--- src/design/sps_pkg.sv ---
// Shared types, constants and a helper function for the spin profile sequencer.
package sps_pkg;

    localparam int RPM_BITS  = 13;
    localparam int REQ_BITS  = 14;
    localparam int TIME_BITS = 32;
    localparam int DZ_BITS   = 10;
    localparam int CFG_ADDR_BITS = 3;
    localparam int CFG_DATA_BITS = 32;

    localparam logic [RPM_BITS-1:0] MAX_SPEED_RPM = 13'd6000;
    localparam logic [DZ_BITS-1:0]  DEADZONE_RESET = 10'd15;
    localparam logic [TIME_BITS-1:0] HOLD_MIN_MS = 32'd1;

    typedef enum logic [2:0] {
        PH_IDLE      = 3'd0,
        PH_TO_LOW    = 3'd1,
        PH_HOLD_LOW  = 3'd2,
        PH_TO_HIGH   = 3'd3,
        PH_HOLD_HIGH = 3'd4,
        PH_FINISH    = 3'd5,
        PH_STOP      = 3'd6
    } t_phase;

    typedef enum logic [1:0] {
        CMD_NONE = 2'd0,
        CMD_UP   = 2'd1,
        CMD_DOWN = 2'd2,
        CMD_HALT = 2'd3
    } t_cmd;

    typedef enum logic [1:0] {
        MODE_SET_TARGET = 2'd0,
        MODE_START      = 2'd1,
        MODE_TICK       = 2'd2,
        MODE_STOP       = 2'd3
    } t_mode;

    typedef enum logic [CFG_ADDR_BITS-1:0] {
        CFG_PROFILE_LOW  = 3'd0,
        CFG_PROFILE_HIGH = 3'd1,
        CFG_HOLD_LOW     = 3'd2,
        CFG_HOLD_HIGH    = 3'd3,
        CFG_DEADZONE     = 3'd4
    } t_cfg_addr;

    typedef struct packed {
        logic signed [REQ_BITS-1:0] profile_low_rpm;
        logic signed [REQ_BITS-1:0] profile_high_rpm;
        logic [TIME_BITS-1:0]       hold_low_ms;
        logic [TIME_BITS-1:0]       hold_high_ms;
        logic [DZ_BITS-1:0]         deadzone_rpm;
    } t_cfg;

    typedef struct packed {
        t_mode                      mode;
        logic signed [REQ_BITS-1:0] target_rpm;
        logic [RPM_BITS-1:0]        measured_rpm;
        logic                       motion_idle;
        logic [TIME_BITS-1:0]       now_ms;
    } t_in_item;

    typedef struct packed {
        t_cmd                command;
        logic [RPM_BITS-1:0] command_rpm;
        logic                send_finish;
        t_phase              sequence_state;
        logic [RPM_BITS-1:0] stored_target_rpm;
    } t_result;

    // clamp a signed request to 0..MAX_SPEED_RPM
    function automatic logic [RPM_BITS-1:0] clamp_speed(input logic signed [REQ_BITS-1:0] v);
        logic [RPM_BITS-1:0] mag;
        mag = v[RPM_BITS-1:0];
        if (v[REQ_BITS-1]) begin
            return '0;
        end else if (mag > MAX_SPEED_RPM) begin
            return MAX_SPEED_RPM;
        end else begin
            return mag;
        end
    endfunction

endpackage

--- src/design/sps_cfg.sv ---
// Configuration register file of the spin profile sequencer.
module sps_cfg import sps_pkg::*; (
    input  logic                     i_clk,
    input  logic                     i_rst_n,
    input  logic                     i_cfg_we,
    input  logic [CFG_ADDR_BITS-1:0] i_cfg_addr,
    input  logic [CFG_DATA_BITS-1:0] i_cfg_wdata,
    output t_cfg                     o_cfg
);

    t_cfg r_cfg;
    t_cfg n_cfg;

    always_comb begin
        n_cfg = r_cfg;
        if (i_cfg_we) begin
            unique case (t_cfg_addr'(i_cfg_addr))
                CFG_PROFILE_LOW:  n_cfg.profile_low_rpm  = i_cfg_wdata[REQ_BITS-1:0];
                CFG_PROFILE_HIGH: n_cfg.profile_high_rpm = i_cfg_wdata[REQ_BITS-1:0];
                CFG_HOLD_LOW:     n_cfg.hold_low_ms      = i_cfg_wdata[TIME_BITS-1:0];
                CFG_HOLD_HIGH:    n_cfg.hold_high_ms     = i_cfg_wdata[TIME_BITS-1:0];
                CFG_DEADZONE:     n_cfg.deadzone_rpm     = i_cfg_wdata[DZ_BITS-1:0];
                default: ;
            endcase
        end
    end

    always_ff @(posedge i_clk) begin
        if (!i_rst_n) begin
            r_cfg.profile_low_rpm  <= '0;
            r_cfg.profile_high_rpm <= '0;
            r_cfg.hold_low_ms      <= '0;
            r_cfg.hold_high_ms     <= '0;
            r_cfg.deadzone_rpm     <= DEADZONE_RESET;
        end else begin
            r_cfg <= n_cfg;
        end
    end

    assign o_cfg = r_cfg;

endmodule

--- src/design/sps_core.sv ---
// Profile state machine: sequencer state and the single-pass item evaluation.
module sps_core import sps_pkg::*; (
    input  logic     i_clk,
    input  logic     i_rst_n,
    input  logic     i_en,
    input  t_in_item i_item,
    input  t_cfg     i_cfg,
    output t_result  o_result
);

    t_phase               r_phase, n_phase;
    logic [TIME_BITS-1:0] r_hold_start_ms, n_hold_start_ms;
    logic [RPM_BITS-1:0]  r_low_rpm, n_low_rpm;
    logic [RPM_BITS-1:0]  r_high_rpm, n_high_rpm;
    logic [TIME_BITS-1:0] r_hold_low_ms, n_hold_low_ms;
    logic [TIME_BITS-1:0] r_hold_high_ms, n_hold_high_ms;
    logic [RPM_BITS-1:0]  r_target_rpm, n_target_rpm;

    logic [RPM_BITS-1:0]  req_target;
    logic [RPM_BITS:0]    meas_plus_dz;
    logic [RPM_BITS:0]    target_plus_dz;
    logic                 below_dz;
    logic                 above_dz;
    logic [RPM_BITS-1:0]  cl_low;
    logic [RPM_BITS-1:0]  cl_high;
    logic                 swap;
    logic [TIME_BITS-1:0] elapsed;
    logic                 low_done;
    logic                 high_done;

    t_cmd                 cmd;
    logic [RPM_BITS-1:0]  cmd_rpm;
    logic                 finish;

    assign req_target     = clamp_speed(i_item.target_rpm);
    assign meas_plus_dz   = {1'b0, i_item.measured_rpm} + (RPM_BITS+1)'(i_cfg.deadzone_rpm);
    assign target_plus_dz = {1'b0, req_target} + (RPM_BITS+1)'(i_cfg.deadzone_rpm);
    // measured - target < -dz  and  measured - target > dz
    assign below_dz       = meas_plus_dz < {1'b0, req_target};
    assign above_dz       = {1'b0, i_item.measured_rpm} > target_plus_dz;

    assign cl_low  = clamp_speed(i_cfg.profile_low_rpm);
    assign cl_high = clamp_speed(i_cfg.profile_high_rpm);
    assign swap    = cl_low > cl_high;

    assign elapsed   = i_item.now_ms - r_hold_start_ms;
    assign low_done  = elapsed >= r_hold_low_ms;
    assign high_done = elapsed >= r_hold_high_ms;

    // next state
    always_comb begin
        n_phase = r_phase;
        case (i_item.mode)
            MODE_START: begin
                if (r_phase == PH_IDLE) begin
                    n_phase = PH_TO_LOW;
                end
            end
            MODE_TICK: begin
                unique case (r_phase)
                    PH_TO_LOW:    if (i_item.motion_idle) n_phase = PH_HOLD_LOW;
                    PH_HOLD_LOW:  if (low_done) n_phase = PH_TO_HIGH;
                    PH_TO_HIGH:   if (i_item.motion_idle) n_phase = PH_HOLD_HIGH;
                    PH_HOLD_HIGH: if (high_done) n_phase = PH_FINISH;
                    PH_FINISH, PH_STOP: if (i_item.motion_idle) n_phase = PH_IDLE;
                    default: ;
                endcase
            end
            MODE_STOP: begin
                if (r_phase != PH_IDLE) begin
                    n_phase = PH_STOP;
                end
            end
            default: ;
        endcase
    end

    // command outputs
    always_comb begin
        cmd     = CMD_NONE;
        cmd_rpm = '0;
        finish  = 1'b0;
        case (i_item.mode)
            MODE_SET_TARGET: begin
                if (r_phase == PH_IDLE && i_item.motion_idle) begin
                    if (below_dz) begin
                        cmd     = CMD_UP;
                        cmd_rpm = req_target;
                    end else if (above_dz) begin
                        cmd     = CMD_DOWN;
                        cmd_rpm = req_target;
                    end
                end
            end
            MODE_START: begin
                if (r_phase == PH_IDLE) begin
                    cmd     = CMD_UP;
                    cmd_rpm = swap ? cl_high : cl_low;
                end
            end
            MODE_TICK: begin
                unique case (r_phase)
                    PH_HOLD_LOW: begin
                        if (low_done) begin
                            cmd     = CMD_UP;
                            cmd_rpm = r_high_rpm;
                        end
                    end
                    PH_HOLD_HIGH: begin
                        if (high_done) cmd = CMD_DOWN;
                    end
                    PH_FINISH, PH_STOP: begin
                        if (i_item.motion_idle) begin
                            cmd    = CMD_HALT;
                            finish = (r_phase == PH_FINISH);
                        end
                    end
                    default: ;
                endcase
            end
            default: begin
                if (r_phase != PH_IDLE) cmd = CMD_DOWN;
            end
        endcase
    end

    // datapath state
    always_comb begin
        n_hold_start_ms = r_hold_start_ms;
        n_low_rpm       = r_low_rpm;
        n_high_rpm      = r_high_rpm;
        n_hold_low_ms   = r_hold_low_ms;
        n_hold_high_ms  = r_hold_high_ms;
        n_target_rpm    = r_target_rpm;
        if (r_phase == PH_IDLE && i_item.mode == MODE_SET_TARGET) begin
            n_target_rpm = req_target;
        end
        if (r_phase == PH_IDLE && i_item.mode == MODE_START) begin
            n_low_rpm      = swap ? cl_high : cl_low;
            n_high_rpm     = swap ? cl_low : cl_high;
            n_hold_low_ms  = (i_cfg.hold_low_ms == '0) ? HOLD_MIN_MS : i_cfg.hold_low_ms;
            n_hold_high_ms = (i_cfg.hold_high_ms == '0) ? HOLD_MIN_MS : i_cfg.hold_high_ms;
        end
        // entering a hold phase stamps the start time
        if (i_item.mode == MODE_TICK && i_item.motion_idle &&
            (r_phase == PH_TO_LOW || r_phase == PH_TO_HIGH)) begin
            n_hold_start_ms = i_item.now_ms;
        end
    end

    always_ff @(posedge i_clk) begin
        if (!i_rst_n) begin
            r_phase      <= PH_IDLE;
            r_target_rpm <= '0;
        end else if (i_en) begin
            r_phase      <= n_phase;
            r_target_rpm <= n_target_rpm;
        end
    end

    always_ff @(posedge i_clk) begin
        if (i_en) begin
            r_hold_start_ms <= n_hold_start_ms;
            r_low_rpm       <= n_low_rpm;
            r_high_rpm      <= n_high_rpm;
            r_hold_low_ms   <= n_hold_low_ms;
            r_hold_high_ms  <= n_hold_high_ms;
        end
    end

    assign o_result.command           = cmd;
    assign o_result.command_rpm       = cmd_rpm;
    assign o_result.send_finish       = finish;
    assign o_result.sequence_state    = n_phase;
    assign o_result.stored_target_rpm = n_target_rpm;

endmodule

--- src/design/spin_profile_sequencer.sv ---
// Spin profile sequencer top level: stream ports, input and result registers.
// An item goes through the input register, then the result register, to the result port.
// Throughput: one item per cycle unless stalled; state updates in one evaluation stage.
// Back-pressure on the result side stalls the input register, which holds one item.
// Reset (synchronous, active low): phase idle, stored target 0, deadzone 15, other config
// registers 0, both pipeline registers empty.
module spin_profile_sequencer import sps_pkg::*; (
    input  logic                     i_clk,
    input  logic                     i_rst_n,
    input  logic                     s_axis_tvalid,
    output logic                     s_axis_tready,
    // [13:0] target_rpm, [26:14] measured_rpm, [27] motion_idle, [59:28] now_ms, [63:60] zero
    input  logic [63:0]              s_axis_tdata,
    // [1:0] mode
    input  logic [1:0]               s_axis_tuser,
    output logic                     m_axis_tvalid,
    input  logic                     m_axis_tready,
    // [1:0] command, [14:2] command_rpm, [15] send_finish, [18:16] sequence_state,
    // [31:19] stored_target_rpm
    output logic [31:0]              m_axis_tdata,
    input  logic                     i_cfg_we,
    input  logic [CFG_ADDR_BITS-1:0] i_cfg_addr,
    input  logic [CFG_DATA_BITS-1:0] i_cfg_wdata
);

    t_cfg     cfg;
    t_in_item in_item;
    t_result  result;

    logic     r_in_valid;
    t_in_item r_in_item;
    logic     r_out_valid;
    t_result  r_out;
    logic     advance;

    assign in_item.mode         = t_mode'(s_axis_tuser);
    assign in_item.target_rpm   = s_axis_tdata[13:0];
    assign in_item.measured_rpm = s_axis_tdata[26:14];
    assign in_item.motion_idle  = s_axis_tdata[27];
    assign in_item.now_ms       = s_axis_tdata[59:28];

    assign advance       = r_in_valid && (!r_out_valid || m_axis_tready);
    assign s_axis_tready = !r_in_valid || advance;

    always_ff @(posedge i_clk) begin
        if (!i_rst_n) begin
            r_in_valid  <= 1'b0;
            r_out_valid <= 1'b0;
        end else begin
            if (s_axis_tready) r_in_valid <= s_axis_tvalid;
            if (advance) begin
                r_out_valid <= 1'b1;
            end else if (m_axis_tready) begin
                r_out_valid <= 1'b0;
            end
        end
    end

    always_ff @(posedge i_clk) begin
        if (s_axis_tready && s_axis_tvalid) r_in_item <= in_item;
        if (advance) r_out <= result;
    end

    sps_cfg u_cfg (
        .i_clk       (i_clk),
        .i_rst_n     (i_rst_n),
        .i_cfg_we    (i_cfg_we),
        .i_cfg_addr  (i_cfg_addr),
        .i_cfg_wdata (i_cfg_wdata),
        .o_cfg       (cfg)
    );

    sps_core u_core (
        .i_clk    (i_clk),
        .i_rst_n  (i_rst_n),
        .i_en     (advance),
        .i_item   (r_in_item),
        .i_cfg    (cfg),
        .o_result (result)
    );

    assign m_axis_tvalid = r_out_valid;
    assign m_axis_tdata  = {r_out.stored_target_rpm, r_out.sequence_state,
                            r_out.send_finish, r_out.command_rpm, r_out.command};

endmodule
--- config.mk ---
export PLATFORM = sky130hd
export DESIGN_NAME = spin_profile_sequencer
export DESIGN_NICKNAME = d
export VERILOG_FILES = /design/src/design/sps_pkg.sv /design/src/design/sps_cfg.sv /design/src/design/sps_core.sv /design/src/design/spin_profile_sequencer.sv
export SDC_FILE = /design/constraint.sdc
export NUM_CORES = 1
export LEC_CHECK = 0
export ABC_AREA = 1
export BUFFER_PORTS_ARGS = -buffer_cell sky130_fd_sc_hd__buf_2
export CAP_MARGIN = 40
export CELL_PAD_IN_SITES_DETAIL_PLACEMENT = 0
export CELL_PAD_IN_SITES_GLOBAL_PLACEMENT = 1
export CORE_UTILIZATION = 45
export DETAILED_ROUTE_END_ITERATION = 6
export GPL_ROUTABILITY_DRIVEN = 0
export PLACE_DENSITY = 0.83
export SYNTH_ARGS = -nofsm -noshare
export SYNTH_HDL_FRONTEND = slang
export SYNTH_SLANG_ARGS = --single-unit
--- constraint.sdc ---
create_clock -name i_clk -period 12 [get_ports i_clk]
set_input_delay 3 -clock i_clk [delete_from_list [all_inputs] [get_ports i_clk]]
set_output_delay 3 -clock i_clk [all_outputs]
set_load 0.005 [all_outputs]
Yosys cells after proc, flatten, opt, wreduce, memory -nomap -nowiden
Index checks and enable logic that the tools add are counted.
- add/subtract/negate cells: 3
- multiply operators: 0
- div/mod/pow operators: 0
- order comparisons: 8
- equality and inequality tests: 13
- shifts and indexed selects: 0
- muxes and demuxes: 37
- bitwise gates (word level): 0
- reductions and logical operators: 28
- operator list (operator ; count):
    two-way mux 13 bit ; 15
    greater-or-equal comparator 32 bit ; 2
    logical NOT 32 bit ; 2
    greater-than comparator 13 bit, second input constant ; 3
    one-hot mux 13 bit (3 select lines) ; 1
    subtractor 32 bit ; 1
    adder 13 x 10 -> 14 bit ; 2
    two-way mux 3 bit ; 7
    one-hot mux 3 bit (5 select lines) ; 1
    greater-than comparator 13 x 14 -> 1 bit ; 1
    less-than comparator 14 x 13 -> 1 bit ; 1
    AND reduction 2 bit ; 7
    greater-than comparator 13 bit ; 1
    equality test 3 x 2 -> 1 bit, second input constant ; 4
    equality test 3 bit, second input constant ; 4
    two-way mux 2 bit ; 6
    one-hot mux 2 bit (3 select lines) ; 2
    one-hot mux 3 bit (3 select lines) ; 1
    logical AND 1 bit ; 7
    equality test 3 x 1 -> 1 bit, second input constant ; 2
    logical NOT 3 bit ; 2
    equality test 2 bit, second input constant ; 2
    two-way mux 1 bit ; 4
    logical OR 1 bit ; 3
    7 further kinds ; 8
- register bits: 323
- bits in latches: 0
- bits in writable memories: 0
- ROM bits: 0
- bits of input ports: 106
- output and inout bits: 34
- logic and storage cells: 112
- memories: 0

Longest topological paths before layout
- depth in word-level cells: 9
- depth in mapped cells: 29
- depth with buffers taken out: 28

By module
A second synthesis with hierarchy kept.
- cell total of the unflattened synthesis: 2194
- area, all modules: 18301.3 µm²
- by module, submodules not included (module ; times used ; cells an instance ; area each (µm²) ; sequential area each (µm²)):
    sps_core ; 1 ; 1489 ; 11131.9 ; 3593.4
    sps_cfg ; 1 ; 598 ; 4251.6 ; 2042.0
    spin_profile_sequencer ; 1 ; 107 ; 2917.8 ; 2862.7

Least setup slack after synthesis
No wires, ideal clock.
- path type: input -> register
- start point: input port m_axis_tready
- end point: register u_core.r_high_rpm[0] (enable)
- setup time: 0.513 ns
- data arrival time: 6.667 ns
- data required time: 11.487 ns
- path slack: 4.820 ns
- cell stages on the path: 5
- buffers on the path: 1
- cell sequence: inv_1 -> nand2_1 -> nand2_1 -> clkbuf_1 -> nor2_1
- word-level cells in the longest chain between the ends: 3
- ends and longest elaborated chain (item ; RTL line ; text):
    start: declaration ; spin_profile_sequencer.sv:17 ; input logic m_axis_tready,
    logical OR 1 bit ; spin_profile_sequencer.sv:42 ; assign advance = r_in_valid && (!r_out_valid || m_axis_tready);
    logical AND 1 bit ; spin_profile_sequencer.sv:42 ;
    AND reduction 2 bit (no line) ; n/a ;
    end signal: assignment ; sps_core.sv:165 ; r_high_rpm <= n_high_rpm;
    end: declaration ; sps_core.sv:14 ; logic [RPM_BITS-1:0] r_high_rpm, n_high_rpm;
Every way passes these cells.
A chain may end at the register's enable or synchronous reset.

Final worst setup path
- start point: input port m_axis_tready
- end point: output port s_axis_tready
- word-level cells in the longest chain between the ends: 3
- ends and longest elaborated chain (item ; RTL line ; text):
    logical OR 1 bit ; spin_profile_sequencer.sv:42 ;
    logical AND 1 bit ; spin_profile_sequencer.sv:42 ;
    logical OR 1 bit ; spin_profile_sequencer.sv:43 ; assign s_axis_tready = !r_in_valid || advance;
    end: declaration ; spin_profile_sequencer.sv:11 ; output logic s_axis_tready,
Every way passes these cells.

==> key figures <==
Synth
  – Yosys Warn Count: 0
  – Main synth FF type: edfxtp_1
  – Post-synth EDFFs: about 200
  – Mapped Cells: ~2000
  – Mux contribution to synthesized area: 0%
  – Fraction of the mapped netlist area in compound gates: 12.3%
  – Largest family of logic cells by synthesized area: simple AND/OR/NAND/NOR gates
  – Post-synthesis register bit count: 323
  – Mapped cell area: about 0.017 mm^2
  – Simple-gate share of the synthesized area: between 10% and 20%
  – Post-synth ARST share: 0%
  – Syn Area/Cell: approximately 8.7 um^2
  – Synth Area in Adders: between 10 and 15%
  – Distinct cells, synth: 46
  – Sequential fraction of the synthesis area: ~50%
  – Net Count, Synth: around 2300
  – XOR/XNOR Fraction of Synth Area: about 2.6%

Placed design
  – Port bufs: ~140
  – Dpl ws: 5.61 ns
  – HPWL after DPL: 30.3 mm

Die
  – Die ar.: roughly 0.039 mm^2
  – # IOs: 140
  – Starting Density: roughly 46%
  – FP Rows: between 70 and 80
  – Die height: a little under 200 um
  – Die Wd: 198 um
  – Core outline area: 0.0378 mm^2

Power and ir drop
  – Pwr/cell area: roughly 140 mW/mm^2
  – Psw: ~0.73 mW
  – Logic pwr share: 13.7%
  – Worst ir drop on vdd: roughly 90 uV
  – Int Power: 2.01 mW
  – Part of the power in the clock network: between 40% and 50%
  – Register share of total power: between 40% and 50%
  – Sw frac: a little over a quarter
  – Leak Pwr: 8.97 nW

Critical path
  – Startpoint class of the critical path: input pin
  – R2R cell count: 21
  – Worst reg2reg path startpoint: r_in_item[47]
  – Worst r2r dst: m_axis_tdata[10]
  – Critical path origin: m_axis_tready
  – R2R setup slack: ~7.0 ns
  – Critical path arrival: approximately 3.4 ns
  – Worst-path fanout max: 3
  – CP endpoint: s_axis_tready
  – Crit Path Class: input pin to output pin
  – Critical Path RT: around 9 ns
  – CP endpoint kind: output pin

Global routing
  – Met1 Use GR: between 20 and 30%
  – Gr usage total: a little over a fifth
  – Initial antenna violation count: 0
  – Largest net degree at the start of global routing: 63
  – Grt met2 use: between 30% and 40%
  – Total grt overflow: 0
  – First-pass GRT wire length: 65.0 mm
  – Grt peak-use layer: met2
  – Grt met3 use: under 10%
  – Number of global-route vias before repair: between 10000 and 15000

Clocking
  – Worst-path clk slew: 0.06 ns
  – H-tree depth: 2
  – Cts repair resizes: 0
  – Total CTS buffers: 37
  – Root Buffer Master: clkbuf_16
  – CTS tree: yes
  – Clock sink count: ~320
  – Worst skew pair latency: 0.55 ns
  – # Post-CTS Setup Buffers: 0
  – Cts hold-fix bufs: 0
  – Deepest clock path buffer count: 3

STA
  – Worst slew pin tran: around 0.86 ns
  – Min setup slack post-route: around 5.6 ns
  – Fmax: between 0.15 and 0.2 GHz
  – RSZ-0062 raised after global routing: no
  – Clock skew: around 0.028 ns
  – Max transition margin: between 40 and 50%
  – Final Max Slew Viols: 0
  – Final setup viols: 0
  – Hold Vio Cnt, Final: 0
  – Final worst path period need: between 6 and 7 ns
  – Final Cycle Share: 53.2%
  – Setup TNS: 0 ns

Route
  – DRC viols: 0
  – DR pass1 iterations: 5
  – Routed vias: between 10000 and 15000
  – First-iteration detailed-routing DRC count: about 600
  – Avg WL per Cell: ~16 um
  – WL final: between 40 and 50 mm
  – ANT nets after route: 0
  – Vias per cell: around 5.0

Cells and area
  – Layout cells sized above 1: around 11%
  – Final core occ: between 50% and 60%
  – Final #Nets: 2342
  – Synthesis-to-finish area growth: 12.8%
  – N_diodes: 0

Hold path
  – Worst hold path class: register to register

Status
  – Outcome: complete, no violations

Flow run
  – Max_cap viols: 0
through the flow:
step           hold slack, ns  instance area [um^2]  instances  total power [mW]
2_1_floorplan           0.426                 17300       2001              1.54
3_3_place_gp            0.435                 18300       2548              1.64
3_5_place_dp            0.441                 18400       2552              1.65
4_1_cts                 0.439                 19600       2619              2.76
5_1_grt                 0.456                 19600       2619              2.86
6_report                0.442                 19600       2619              2.73
power by group through the flow:
stage                     logic [mW]  registers, mW  clock network (mW)
after floorplan                0.268           1.27                   0
after global placement         0.361           1.27                   0
after detailed placement       0.374           1.28                   0
after CTS                      0.376           1.25                1.13
after global routing           0.432           1.26                1.17
final                          0.376           1.25                1.11
synthesized netlist by cell type (all sizes together) (7+ instances only):
cell type	number	area, um^2
buf	12	73.8
nor2	207	780
nor3	12	70.1
xor2	34	298
dfxtp	120	2400
nand4	19	119
xnor2	17	149
nor4	20	131
edfxtp	203	6100
a21oi	167	847
nand2	341	1290
inv	298	1120
clkbuf	95	357
nand3	59	310
o211ai	7	52.6
ha	153	1910
o21ai	197	1010
state kept, by name (all words and copies together), names as in the netlist:
| signal | count |
|---|---|
| m_axis_tdata | 32 |
| m_axis_tvalid | 1 |
| u_core.r_hold_start_ms | 32 |
| u_core.r_target_rpm | 13 |
| u_core.r_phase | 3 |
| u_core.r_hold_high_ms | 32 |
| u_core.r_high_rpm | 13 |
| u_core.r_hold_low_ms | 32 |
| r_in_valid | 1 |
| r_in_item | 62 |
| u_cfg.o_cfg | 102 |
worst min path at each step:
stage | start | end | slack [ns] | depth (start not counted)
floorplan | r_in_item[0] | u_core.r_hold_start_ms[0] | 0.43 | 0
CTS | u_cfg.o_cfg[51] | u_core.r_hold_low_ms[9] | 0.44 | 0
global placement | u_cfg.o_cfg[73] | u_core.r_hold_low_ms[31] | 0.44 | 0
finish | u_cfg.o_cfg[51] | u_core.r_hold_low_ms[9] | 0.44 | 0
global route | u_cfg.o_cfg[51] | u_core.r_hold_low_ms[9] | 0.46 | 0
detailed placement | u_cfg.o_cfg[73] | u_core.r_hold_low_ms[31] | 0.44 | 0
layout make-up:
class / instances / area, um^2
Inverter: 300 / 1130
Timing Repair Buffer: 147 / 818
Multi-Input combinational cell: 1271 / 7310
Tap cell: 511 / 639
Fill cell: 3624 / 18300
Sequential cell: 323 / 8500
Clock buffer: 50 / 1030
Clock inverter: 17 / 151
logic make-up (layout without fill, tap and decap cells):
| logic type | count (synthesis) | count (layout) |
|---|---|---|
| AO/OA/AOI/OAI | 401 | 401 |
| XOR/XNOR | 51 | 51 |
| adder cells (fa/ha/maj) | 156 | 156 |
| buffers and inverters | 407 | 514 |
| flip-flops | 323 | 323 |
| AND/OR/NAND/NOR | 663 | 663 |
metal layers:
| metal | wire, um | part of all wire, % |
|---|---|---|
| met5 | 0 | 0 |
| met1 | 19200 | 47 |
| met4 | 872 | 2.1 |
| met3 | 1400 | 3.4 |
| met2 | 19200 | 47 |
worst max-delay path, cell delays in order:
cell and delay [ns]:
buf_2 0.09, inv_1 0.05, nand3_1 0.10, buf_2 0.14
cell usage in the layout (no fill, tap or decap), types with 4 or more instances in the layout:
cell type | Yosys | layout
nand4_1 | 19 | 19
o21ai_2 | 6 | 6
o21ai_1 | 8 | 8
buf_2 | 8 | 135
xnor2_1 | 17 | 17
clkbuf_16 | 0 | 38
edfxtp_1 | 203 | 203
buf_4 | 3 | 8
nor2_1 | 206 | 205
a21o_1 | 6 | 6
inv_2 | 3 | 4
o211ai_1 | 7 | 7
ha_1 | 153 | 153
a21oi_1 | 164 | 164
clkinv_1 | 2 | 7
inv_6 | 0 | 4
o21ai_0 | 183 | 183
nor3_1 | 10 | 10
inv_1 | 295 | 293
nand2_1 | 338 | 338
nor4_1 | 19 | 18
clkinv_2 | 0 | 5
nand3_2 | 3 | 4
clkbuf_1 | 95 | 9
o21bai_1 | 4 | 4
o21a_1 | 6 | 6
dfxtp_1 | 120 | 120
xor2_1 | 34 | 34
nand3_1 | 56 | 55
Power figures use the tool's default switching activity.
